### src/rau_pkg.sv
// Shared types and constants for the rational arithmetic unit.
`timescale 1ns / 1ps
`default_nettype none
package rau_pkg;

	localparam int WORD_BITS_DEF = 64;

	localparam logic [2:0] MODE_ADD = 3'd0;
	localparam logic [2:0] MODE_SUB = 3'd1;
	localparam logic [2:0] MODE_MUL = 3'd2;
	localparam logic [2:0] MODE_DIV = 3'd3;

	localparam logic [1:0] ST_OK       = 2'd0;
	localparam logic [1:0] ST_ZERO_DEN = 2'd1;
	localparam logic [1:0] ST_OVERFLOW = 2'd2;

	typedef struct packed {
		logic [2:0]         mode;
		logic signed [63:0] a_num;
		logic signed [63:0] a_den;
		logic signed [63:0] b_num;
		logic [62:0]        b_den;
	} req_t;

	typedef struct packed {
		logic signed [63:0] res_num;
		logic [62:0]        res_den;
		logic [1:0]         status;
	} rsp_t;

	typedef enum logic [4:0] {
		DP_NOP,
		DP_LOAD,
		DP_NORM,
		DP_MUL_INIT1,
		DP_MUL_INIT2,
		DP_MUL_INIT3,
		DP_MUL_STEP,
		DP_SAVE_P1,
		DP_COMBINE,
		DP_SAVE_RD,
		DP_GCD_INIT,
		DP_GCD_STEP,
		DP_DIV_INIT_N,
		DP_DIV_INIT_D,
		DP_DIV_STEP,
		DP_SAVE_QN,
		DP_SAVE_QD,
		DP_EMIT
	} dp_op_t;

	typedef struct packed {
		logic err;
		logic norm;
		logic addsub;
		logic mul_last;
		logic gcd_done;
		logic div_last;
		logic rn_zero;
	} dp_stat_t;

	typedef enum logic [4:0] {
		S_IDLE,
		S_CHK,
		S_MUL1,
		S_SAVE1,
		S_INIT2,
		S_MUL2,
		S_COMB,
		S_INIT3,
		S_MUL3,
		S_SAVE3,
		S_ZCHK,
		S_GCD,
		S_DINIT_N,
		S_DIV_N,
		S_SAVE_QN,
		S_DINIT_D,
		S_DIV_D,
		S_SAVE_QD,
		S_EMIT,
		S_OUT
	} ctrl_state_t;

	typedef enum logic [1:0] {
		GCD_TWOS,
		GCD_STRIP_A,
		GCD_LOOP,
		GCD_RESTORE
	} gcd_phase_t;

endpackage
`default_nettype wire

### src/rau_ctrl.sv
// Controller state machine that sequences the datapath for one request.
`timescale 1ns / 1ps
`default_nettype none
module rau_ctrl import rau_pkg::*; (
	input  wire logic     clk,
	input  wire logic     arst_n,
	input  wire logic     req_valid,
	output logic          req_stall,
	output logic          rsp_valid,
	input  wire logic     rsp_stall,
	input  wire dp_stat_t stat,
	output dp_op_t        op
);
	ctrl_state_t state_q, state_d;

	always_ff @(posedge clk or negedge arst_n) begin
		if (!arst_n) begin
			state_q <= S_IDLE;
		end else begin
			state_q <= state_d;
		end
	end

	always_comb begin
		state_d = state_q;
		case (state_q)
			S_IDLE:    if (req_valid) state_d = S_CHK;
			S_CHK: begin
				if (stat.err) state_d = S_EMIT;
				else if (stat.norm) state_d = S_ZCHK;
				else state_d = S_MUL1;
			end
			S_MUL1:    if (stat.mul_last) state_d = S_SAVE1;
			S_SAVE1:   state_d = stat.addsub ? S_INIT2 : S_INIT3;
			S_INIT2:   state_d = S_MUL2;
			S_MUL2:    if (stat.mul_last) state_d = S_COMB;
			S_COMB:    state_d = S_INIT3;
			S_INIT3:   state_d = S_MUL3;
			S_MUL3:    if (stat.mul_last) state_d = S_SAVE3;
			S_SAVE3:   state_d = S_ZCHK;
			S_ZCHK:    state_d = stat.rn_zero ? S_EMIT : S_GCD;
			S_GCD:     if (stat.gcd_done) state_d = S_DINIT_N;
			S_DINIT_N: state_d = S_DIV_N;
			S_DIV_N:   if (stat.div_last) state_d = S_SAVE_QN;
			S_SAVE_QN: state_d = S_DINIT_D;
			S_DINIT_D: state_d = S_DIV_D;
			S_DIV_D:   if (stat.div_last) state_d = S_SAVE_QD;
			S_SAVE_QD: state_d = S_EMIT;
			S_EMIT:    state_d = S_OUT;
			S_OUT:     if (!rsp_stall) state_d = S_IDLE;
			default:   state_d = S_IDLE;
		endcase
	end

	always_comb begin
		op        = DP_NOP;
		req_stall = state_q != S_IDLE;
		rsp_valid = state_q == S_OUT;
		case (state_q)
			S_IDLE:    if (req_valid) op = DP_LOAD;
			S_CHK: begin
				if (stat.err) op = DP_NOP;
				else if (stat.norm) op = DP_NORM;
				else op = DP_MUL_INIT1;
			end
			S_MUL1, S_MUL2, S_MUL3: op = DP_MUL_STEP;
			S_SAVE1:   op = DP_SAVE_P1;
			S_INIT2:   op = DP_MUL_INIT2;
			S_COMB:    op = DP_COMBINE;
			S_INIT3:   op = DP_MUL_INIT3;
			S_SAVE3:   op = DP_SAVE_RD;
			S_ZCHK:    op = stat.rn_zero ? DP_NOP : DP_GCD_INIT;
			S_GCD:     op = DP_GCD_STEP;
			S_DINIT_N: op = DP_DIV_INIT_N;
			S_DIV_N, S_DIV_D: op = DP_DIV_STEP;
			S_SAVE_QN: op = DP_SAVE_QN;
			S_DINIT_D: op = DP_DIV_INIT_D;
			S_SAVE_QD: op = DP_SAVE_QD;
			S_EMIT:    op = DP_EMIT;
			default:   op = DP_NOP;
		endcase
	end

endmodule
`default_nettype wire

### config.mk
export PLATFORM = sky130hd
export DESIGN_NAME = rau_ctrl
export DESIGN_NICKNAME = d
export VERILOG_FILES = /design/src/rau_pkg.sv /design/src/rau_ctrl.sv
export SDC_FILE = /design/constraint.sdc
export NUM_CORES = 1
export LEC_CHECK = 0
export ABC_AREA = 1
export BUFFER_PORTS_ARGS = -buffer_cell sky130_fd_sc_hd__buf_2
export CORE_AREA = 4 4 56 58
export DETAILED_ROUTE_END_ITERATION = 10
export DIE_AREA = 0 0 60 62
export GPL_TIMING_DRIVEN = 0
export PLACE_DENSITY = 0.56
export SYNTH_ARGS = -nofsm -noshare
export SYNTH_HDL_FRONTEND = slang
export SYNTH_SLANG_ARGS = --single-unit
### constraint.sdc
create_clock -name clk -period 1.85 [get_ports clk]
set_input_delay 0.37 -clock clk [delete_from_list [all_inputs] [get_ports clk]]
set_output_delay 0.37 -clock clk [all_outputs]
set_load 0.02 [all_outputs]
==> results of run 1 <==
-- kinds of logic after synthesis --
kind of cell | share of synthesized area
AO/OA/AOI/OAI | 0.0411
flip-flops | 0.164
AND/OR/NAND/NOR | 0.683
buffers and inverters | 0.112
-- cells in the final DEF (no fill, tap or decap) --
cell           synthesis  layout
buf_2                  0      13
nand4_1               10      10
o221ai_1               1       1
nor2_8                 1       1
inv_6                  0       1
buf_4                  1      23
inv_1                 10       7
o21ai_1                1       1
nand3_1               12       9
dfrtp_1                5       2
nand3_2                2       2
nor2_1                28      19
nand2_1               39      31
a21oi_1                1       1
buf_6                  2       8
dfrtp_2                0       3
inv_2                  3       3
nor3_2                 0       1
o211ai_1               1       1
nor3_4                 0       1
nor3_1                 3       1
nand2_2                5       9
nor2_4                 3       9
nand3_4                0       3
dlygate4sd3_1          0       1
clkbuf_1               0       1
inv_4                  1       3
nand3b_1               1       1
nor2_2                 1       4
buf_12                 0       1
nand2_8                0       1
clkbuf_4               0       3
o21ai_2                0       1
nand2_4                1       4
-- power groups by stage --
stage               registers (mW)  clock network, mW  logic [mW]
floorplan                    0.209                  0       0.940
global placement             0.221                  0        1.23
detailed placement           0.225                  0        1.24
CTS                          0.263              0.130        1.77
global route                 0.274              0.143        2.20
finish                       0.268              0.126        2.04
-- layout make-up --
class,instances,share of cell area
multi-input cells,111,0.535
repair buffers,43,0.238
flip-flops and latches,5,0.0972
inverters,14,0.0491
plain buffers,3,0.0321
well taps,31,0.0292
clock buffers,4,0.0198
-- metrics by stage --
step                      hold slack, ps  instances  setup WS (ps)
after floorplan                     74.4        133            184
after global placement               184        181          -28.7
after detailed placement             186        181          -54.0
after CTS                            437        205          -26.0
after global routing                 457        211           -170
final                                463        211          -84.6
-- layer usage --
| layer | up-vias | routed length [microns] |
|---|---|---|
| met2 | 62 | 1530 |
| met4 | 0 | 70 |
| met3 | 10 | 186 |
| met1 | 529 | 1180 |
| li1 | 527 | - |
| met5 | - | 0 |
-- worst paths after layout --
path / endpoint / depth (start not counted)
worst max register to register: state_q[1] / 11
min in group clk: state_q[3] / 3
max in group asynchronous: state_q[0] / 2
worst max-delay path: op[2] / 6
worst min register to register: state_q[0] / 2
worst min-delay path: state_q[4] / 2
-- timing repair --
action	CTS	global route
setup buffers	19	6
endpoints found under the setup margin	6	4
pin swaps	9	8
endpoints found under the hold margin	5	0
hold buffers	1	0
gates resized for setup	49	15
==> impl_metrics.ini, run 1 <==
[yosys]
ys.flop_type = dfrtp_1
synth-async-reset-ratio = 1.00
yosysMostFrequentCell = nand2_1
synth_edf_count = 0
netlist_top_cells_count = 39 x nand2_1, 28 x nor2_1, 12 x nand3_1
post_synth_num_cell_types = 23
yosys_warnings = 0
ys_seq_area_frac = 0.164
synthCells = 133
yosysTopAreaCellShare = 0.192
synth_area_leaders = nand2_1 19%, dfrtp_1 16%, nor2_1 14%, nand4_1 8.2%, nand3_1 7.9%
synth_area_sq_um = 761
yosys.area.top_type = nand2_1
ys_seq_elements = 5
synth_nets = 144
synth.avg_cell_area_sq_um = 5.72

[clocking]
clockRootBuffer = clkbuf_4
path_clk_slew_ps = 40
clock_sinks = 5
cts-buffers-inserted = 3
cts-htree-levels = 1
cts_max_path_buffers = 2
clk-insertion-delay-late_ps = 240
cts_tree = yes

[floorplanning]
dieArea_sq_um = 3720
fp.coreArea_sq_um = 2660
die_y_microns = 62
rows = 19
die_w_microns = 60
pin_count = 18
start_util = 0.286

[worst_setup_path]
path_cells = buf_4, nand3_4, o21ai_1, a21oi_1, nand4_1, buf_4
startpoint_type = flip-flop
reg2reg_slack_ps = 250
path_buf_inv = 2
critPathRequiredTime_ps = 1480
crit_arrival_ps = 1560
critPathKind = reg -> out
r2r_start = state_q[2]
max_stage_delay_ps = 450
crit_family = flip-flops
crit_slowest_cell = dfrtp_2
endpoint_kind = primary output
critPathMostFrequentCell = buf_4
crit_start = state_q[3]
cp_max_fo = 6

[global_route]
antenna_found_initial = 0
grt_use_met3 = 0.0331
grt_first_pass_wirelength_microns = 4710
grt_pass1_vias = 1053
grt_use_total = 0.165
grt_start_max_net_pins = 9
grt-busiest-layer = met2
grtUsageMet2 = 0.296
grt_overflow = 0
grt_use_met1 = 0.196

[place]
dpl_cell_area_sq_um = 885
gp_congestion = 0.873
numPortBuffers = 17
dpl.hpwl_microns = 1750

[power_and_ir_drop]
total_power_mw = 2.44
peakVddDrop_uv = 944
power.switching_mw = 1.32
pwr-share-clk = 0.052
cellPowerDensity_nw_per_um2 = 1840
comb_power_share = 0.838
p_seq_frac = 0.110
leakage_nw = 0.678
intPower_mw = 1.12
p_sw_frac = 0.542

[sta]
fmax_mhz = 517
finalCritPeriodShare = 1.05
rsz0062_at_grt = true
hold_viol = 0
final.setup.tns_ps = -201
tightest_slew_ps = 267
maxSlewViolCount = 0
relSlewSlack = 0.822
finalSetupViolations = 4
finalClockSkew_ps = 3.35
timing.final.ws_setup_ps = -84.6
period_minus_slack_ps = 1930

[run]
maxCapViolations = 0

[status]
violations = negative setup slack
status = finished, violations left

[routing]
drc = 0
wl_per_cell_microns = 14.1
detail-route-antenna-nets = 0
vias = 1128
vias_per_cell = 5.35
routed_wirelength_microns = 2970
drtPass1Iterations = 5
drtIter0Drc = 38

[finish]
fin_util = 0.498
final_layout_size_suffix_gt1_frac = 0.522
fin_area_sq_um = 1330
reg.largest.list = state_q x5
area_delta_synth_final_pct = 74.3
nNetsFinal = 192
nFillCells = 268
largest_register_ff_count = 5
diodes = 0
multiInputGateArea_sq_um = 709
top_register = state_q
ff_latch_area_sq_um = 129

[min_path]
hold_path.class = in -> async
Note: power is estimated with default switching activity, not from simulation.
==> inputs of run 2 (changes only) <==
CORE_AREA = 2 2 54 56   (was 4 4 56 58)
DIE_AREA = 0 0 56 58   (was 0 0 60 62)
==> run 2 against run 1 <==
Net effect: the run still ends with negative setup slack left; sequential share of layout area rose by 0.27 points; maximum frequency rose by 1.3%; combinational power fell by 4%; critical path depth rose by 2; non-clock buffer count fell by 6; core utilization fell by 1.4 points.
==> impl_metrics.ini, run 2 (synthesis gave the netlist of run 1 again) <==
[sta]
final.setup.tns_ps = -173
finalCritPeriodShare = 1.03
fmax_mhz = 524
finalSetupViolations = 4
timing.final.ws_setup_ps = -60.0
tightest_slew_ps = 230
relSlewSlack = 0.847
finalClockSkew_ps = 3.21
hold_viol = 0
rsz0062_at_grt = true
maxSlewViolCount = 0
period_minus_slack_ps = 1910

[power_and_ir_drop]
peakVddDrop_uv = 953
cellPowerDensity_nw_per_um2 = 1810
leakage_nw = 0.660

[clocking]
cts_max_path_buffers = 2
clockRootBuffer = clkbuf_4
cts-buffers-inserted = 3
cts_tree = yes
clock_sinks = 5
cts-htree-levels = 1
path_clk_slew_ps = 40
clk-insertion-delay-late_ps = 240

[floorplanning]
die_y_microns = 58
die_w_microns = 56
start_util = 0.286
pin_count = 18
fp.coreArea_sq_um = 2660
rows = 19
dieArea_sq_um = 3250

[worst_setup_path]
crit_slowest_cell = dfrtp_1
reg2reg_slack_ps = 240
crit_family = simple AND/OR/NAND/NOR gates
path_buf_inv = 3
critPathRequiredTime_ps = 1480
critPathMostFrequentCell = buf_6
cp_max_fo = 7
max_stage_delay_ps = 370
path_cells = buf_6, nor2_4, buf_12, nand3_4, nor3_2, nor2_1, nand2_1, buf_6
crit_arrival_ps = 1540
startpoint_type = flip-flop
endpoint_kind = primary output
critPathKind = reg -> out

[routing]
wl_per_cell_microns = 13.2
vias = 1075
routed_wirelength_microns = 2700
detail-route-antenna-nets = 0
drc = 0
drtPass1Iterations = 4
drtIter0Drc = 41
vias_per_cell = 5.24

[finish]
top_register = state_q
largest_register_ff_count = 5
area_delta_synth_final_pct = 69.6
fin_cells = 205
final_cell_mix = 32 x nand2_1, 19 x nor2_1, 17 x buf_4, 13 x buf_2, 10 x nand4_1
nNetsFinal = 186
nFillCells = 272
reg.largest.list = state_q x5
mostFrequentLayoutCell = nand2_1
final_layout_size_suffix_gt1_frac = 0.500
diodes = 0

[status]
status = finished, violations left
violations = negative setup slack

[global_route]
grt_use_total = 0.165
antenna_found_initial = 0
grt_start_max_net_pins = 9
grt_first_pass_wirelength_microns = 4250
grt_overflow = 0
grt_pass1_vias = 983

[min_path]
hold_path.class = in -> reg

[place]
dp_cells = 181
dpl.hpwl_microns = 1700
numPortBuffers = 17
gp_congestion = 0.867

[run]
maxCapViolations = 0
==> run 2: cell count changes in the layout (fill, tap and decap cells not counted), moves of 2 or more <==
cell	change
nand2_4	+3
nand2_2	-3
buf_12	+2
buf_6	-2
nor3_2	+2
inv_1	+2
buf_4	-6
==> run 2: repair_timing <==
item | 4_1_cts | 5_1_grt
setup endpoints to repair | 5 | 4
gates cloned | 0 | 0
gates resized for setup | 42 | 14
pin swaps | 11 | 11
hold endpoints to repair | 5 | 0
buffers inserted | 15 | 4
hold buffers | 1 | 0
==> run 2: worst paths after layout <==
kind,startpoint,endpoint,depth (start not counted)
min in group asynchronous,arst_n,state_q[4],2
max,state_q[2],op[0],8
min reg2reg,state_q[0],state_q[0],2
max in group asynchronous,arst_n,state_q[1],2
min,stat[5],state_q[3],3
max reg2reg,state_q[2],state_q[2],11
==> run 2: layout make-up <==
type                            count  area [sq um]  share of cell area
Sequential cell                     5           129              0.0999
Inverter                           14          60.1              0.0466
Tap cell                           31          38.8              0.0301
Buffer                              3          42.5              0.0330
Timing Repair Buffer               37           288               0.223
Clock buffer                        4          26.3              0.0204
Multi-Input combinational cell    111           706               0.547
==> run 2: per-layer routing <==
metal | global-route usage | wire [microns]
met5 | 0 | 0
met4 | 0.0476 | 72
met3 | 0.0313 | 134
met2 | 0.306 | 1380
met1 | 0.195 | 1110
==> run 2: worst register-to-register path, stage by stage, from the launching register on <==
cell and delay (ps):
dfrtp_1 330, buf_6 160, nor2_4 70, buf_12 130, buf_6 110, buf_4 130
nand4_1 80, nand2_1 100, nor2_4 190, nand2_4 70, nand2_1 70, nand2_1 50
==> run 2: stage by stage <==
step	power [mW]	util	hold WS (ps)	cell area [sq um]	setup slack [ps]
floorplan	1.15	-	74.4	761	184
global placement	1.45	0.332	185	885	-26.5
detailed placement	1.46	0.332	187	885	-18.7
CTS	2.13	0.452	436	1200	-45.5
global route	2.48	0.484	467	1290	-143
finish	2.34	0.484	451	1290	-60.0
==> run 2: report_power, final <==
part / leakage (nW) / switching [mW] / internal [mW]
clock network: 0.0150 / 0.0443 / 0.0815
logic: 0.585 / 1.13 / 0.826
registers: 0.0602 / 0.0931 / 0.164
total: 0.660 / 1.26 / 1.07
==> inputs of run 3 (changes only) <==
CORE_AREA = 2 2 42 44   (was 2 2 54 56)
DIE_AREA = 0 0 44 46   (was 0 0 56 58)
PLACE_DENSITY = 0.82   (was 0.56)
RECOVER_POWER = 100   (was unset)
==> run 3 against run 2 <==
Net effect: the run still ends with negative setup slack left; global-route usage up 14 points; critical path depth down 1; first-iteration DRC count rose to 3.0 times the previous value; register-to-register slack worse by 270 ps; clock-buffer cell count unchanged; sequential cell count unchanged.
==> impl_metrics.ini, run 3 (synthesis gave the netlist of run 1 again) <==
[status]
status = finished, violations left
violations = negative setup slack

[global_route]
grt_first_pass_wirelength_microns = 4520
grt_use_met3 = 0.0754
grt_use_total = 0.301
grt_start_max_net_pins = 9
grtUsageMet2 = 0.497
grt-busiest-layer = met2
antenna_found_initial = 0
grt_use_met1 = 0.379
grt_pass1_vias = 999
grt_overflow = 0

[floorplanning]
fp.coreArea_sq_um = 1610
start_util = 0.471
die_y_microns = 46
rows = 15
dieArea_sq_um = 2020
pin_count = 18
die_w_microns = 44

[power_and_ir_drop]
leakage_nw = 0.725
total_power_mw = 2.64
peakVddDrop_uv = 1060
cellPowerDensity_nw_per_um2 = 1920

[worst_setup_path]
reg2reg_slack_ps = -30
endpoint_kind = primary output
startpoint_type = flip-flop
critPathKind = reg -> out
critPathRequiredTime_ps = 1480
ff2ff_path_depth = 11
crit_arrival_ps = 1640
cp_max_fo = 6

[sta]
tightest_slew_ps = 332
period_minus_slack_ps = 2010
maxSlewViolCount = 0
finalCritPeriodShare = 1.08
timing.final.ws_setup_ps = -156
finalSetupViolations = 7
finalClockSkew_ps = 11.9
fmax_mhz = 498
rsz0062_at_grt = true
hold_viol = 0
relSlewSlack = 0.779

[place]
dpl.hpwl_microns = 1650
dpl_cell_area_sq_um = 867
gp_congestion = 0.955
dp_cells = 167
numPortBuffers = 17

[routing]
vias = 1282
wl_per_cell_microns = 18.6
drc = 0
vias_per_cell = 6.22
routed_wirelength_microns = 3840
drtPass1Iterations = 5
drtIter0Drc = 121
detail-route-antenna-nets = 0

[clocking]
cts-htree-levels = 1
clock_sinks = 5
clockRootBuffer = clkbuf_4
path_clk_slew_ps = 50
cts-buffers-inserted = 3
clk-insertion-delay-late_ps = 250
cts_max_path_buffers = 2
cts_tree = yes

[min_path]
hold_path.class = in -> reg
hold-path-cell-count = 3

[finish]
top_register = state_q
diodes = 0
final_cell_mix = 32 x buf_4, 30 x nand2_1, 18 x nor2_1, 11 x buf_2
fin_cells = 206
nNetsFinal = 201
largest_register_ff_count = 5
final_layout_size_suffix_gt1_frac = 0.545
area_delta_synth_final_pct = 80.3
fin_area_sq_um = 1370
mostFrequentLayoutCell = buf_4
reg.largest.list = state_q x5

[run]
maxCapViolations = 0
run 3: changes by cell type in the layout (fill, tap and decap cells not counted), sizes merged:
| cell | change |
|---|---|
| clkbuf | +2 |
| buf | +13 |
run 3: final timing paths:
path,from,endpoint
max,state_q[2],op[3]
min,stat[5],state_q[3]
max reg2reg,state_q[2],state_q[4]
min reg2reg,state_q[0],state_q[0]
max in group asynchronous,arst_n,state_q[0]
min in group asynchronous,arst_n,state_q[2]
run 3: through the flow:
| stage | hold WS (ps) | TNS [ps] | worst slack [ps] | util |
|---|---|---|---|---|
| after floorplan | 74.4 | 0 | 184 | - |
| after global placement | 184 | 0 | 13.6 | 0.537 |
| after detailed placement | 189 | -109 | -74.9 | 0.537 |
| after CTS | 418 | -81.9 | -29.7 | 0.759 |
| after global routing | 443 | -1060 | -215 | 0.850 |
| final | 429 | -475 | -156 | 0.850 |
run 3: layout make-up:
class / count / area (sq um)
multi-input cells: 111 / 701
flip-flops and latches: 5 / 129
well taps: 17 / 21.3
plain buffers: 3 / 42.5
inverters: 14 / 62.6
clock buffers: 4 / 26.3
fillers: 94 / 243
repair buffers: 52 / 389
run 3: where the power goes:
| group | switching (mW) | leakage (nW) | internal [mW] |
|---|---|---|---|
| clock | 0.0513 | 0.0150 | 0.0820 |
| combinational | 1.29 | 0.649 | 0.933 |
| sequential | 0.112 | 0.0602 | 0.164 |
run 3: per-layer routing:
metal  wire length, microns  up-vias
met3                    435       38
met1                   1350      567
met2                   1790      131
met5                      0        -
met4                    263        0
li1                       -      546
run 3: worst max-delay path, cell delays in order, from the launching register on:
cell	delay, ps
dfrtp_1	390
buf_6	150
nor2_4	130
nand2_4	100
o21ai_2	220
nor2_1	110
o211ai_1	100
buf_4	180
run 3: timing repair:
action / CTS / global route
gates resized for setup: 44 / 17
buffers inserted: 20 / 13
gates cloned: 1 / 0
endpoints found under the hold margin: 5 / 0
endpoints found under the setup margin: 5 / 4
pin swaps: 5 / 10
hold buffers: 1 / 0
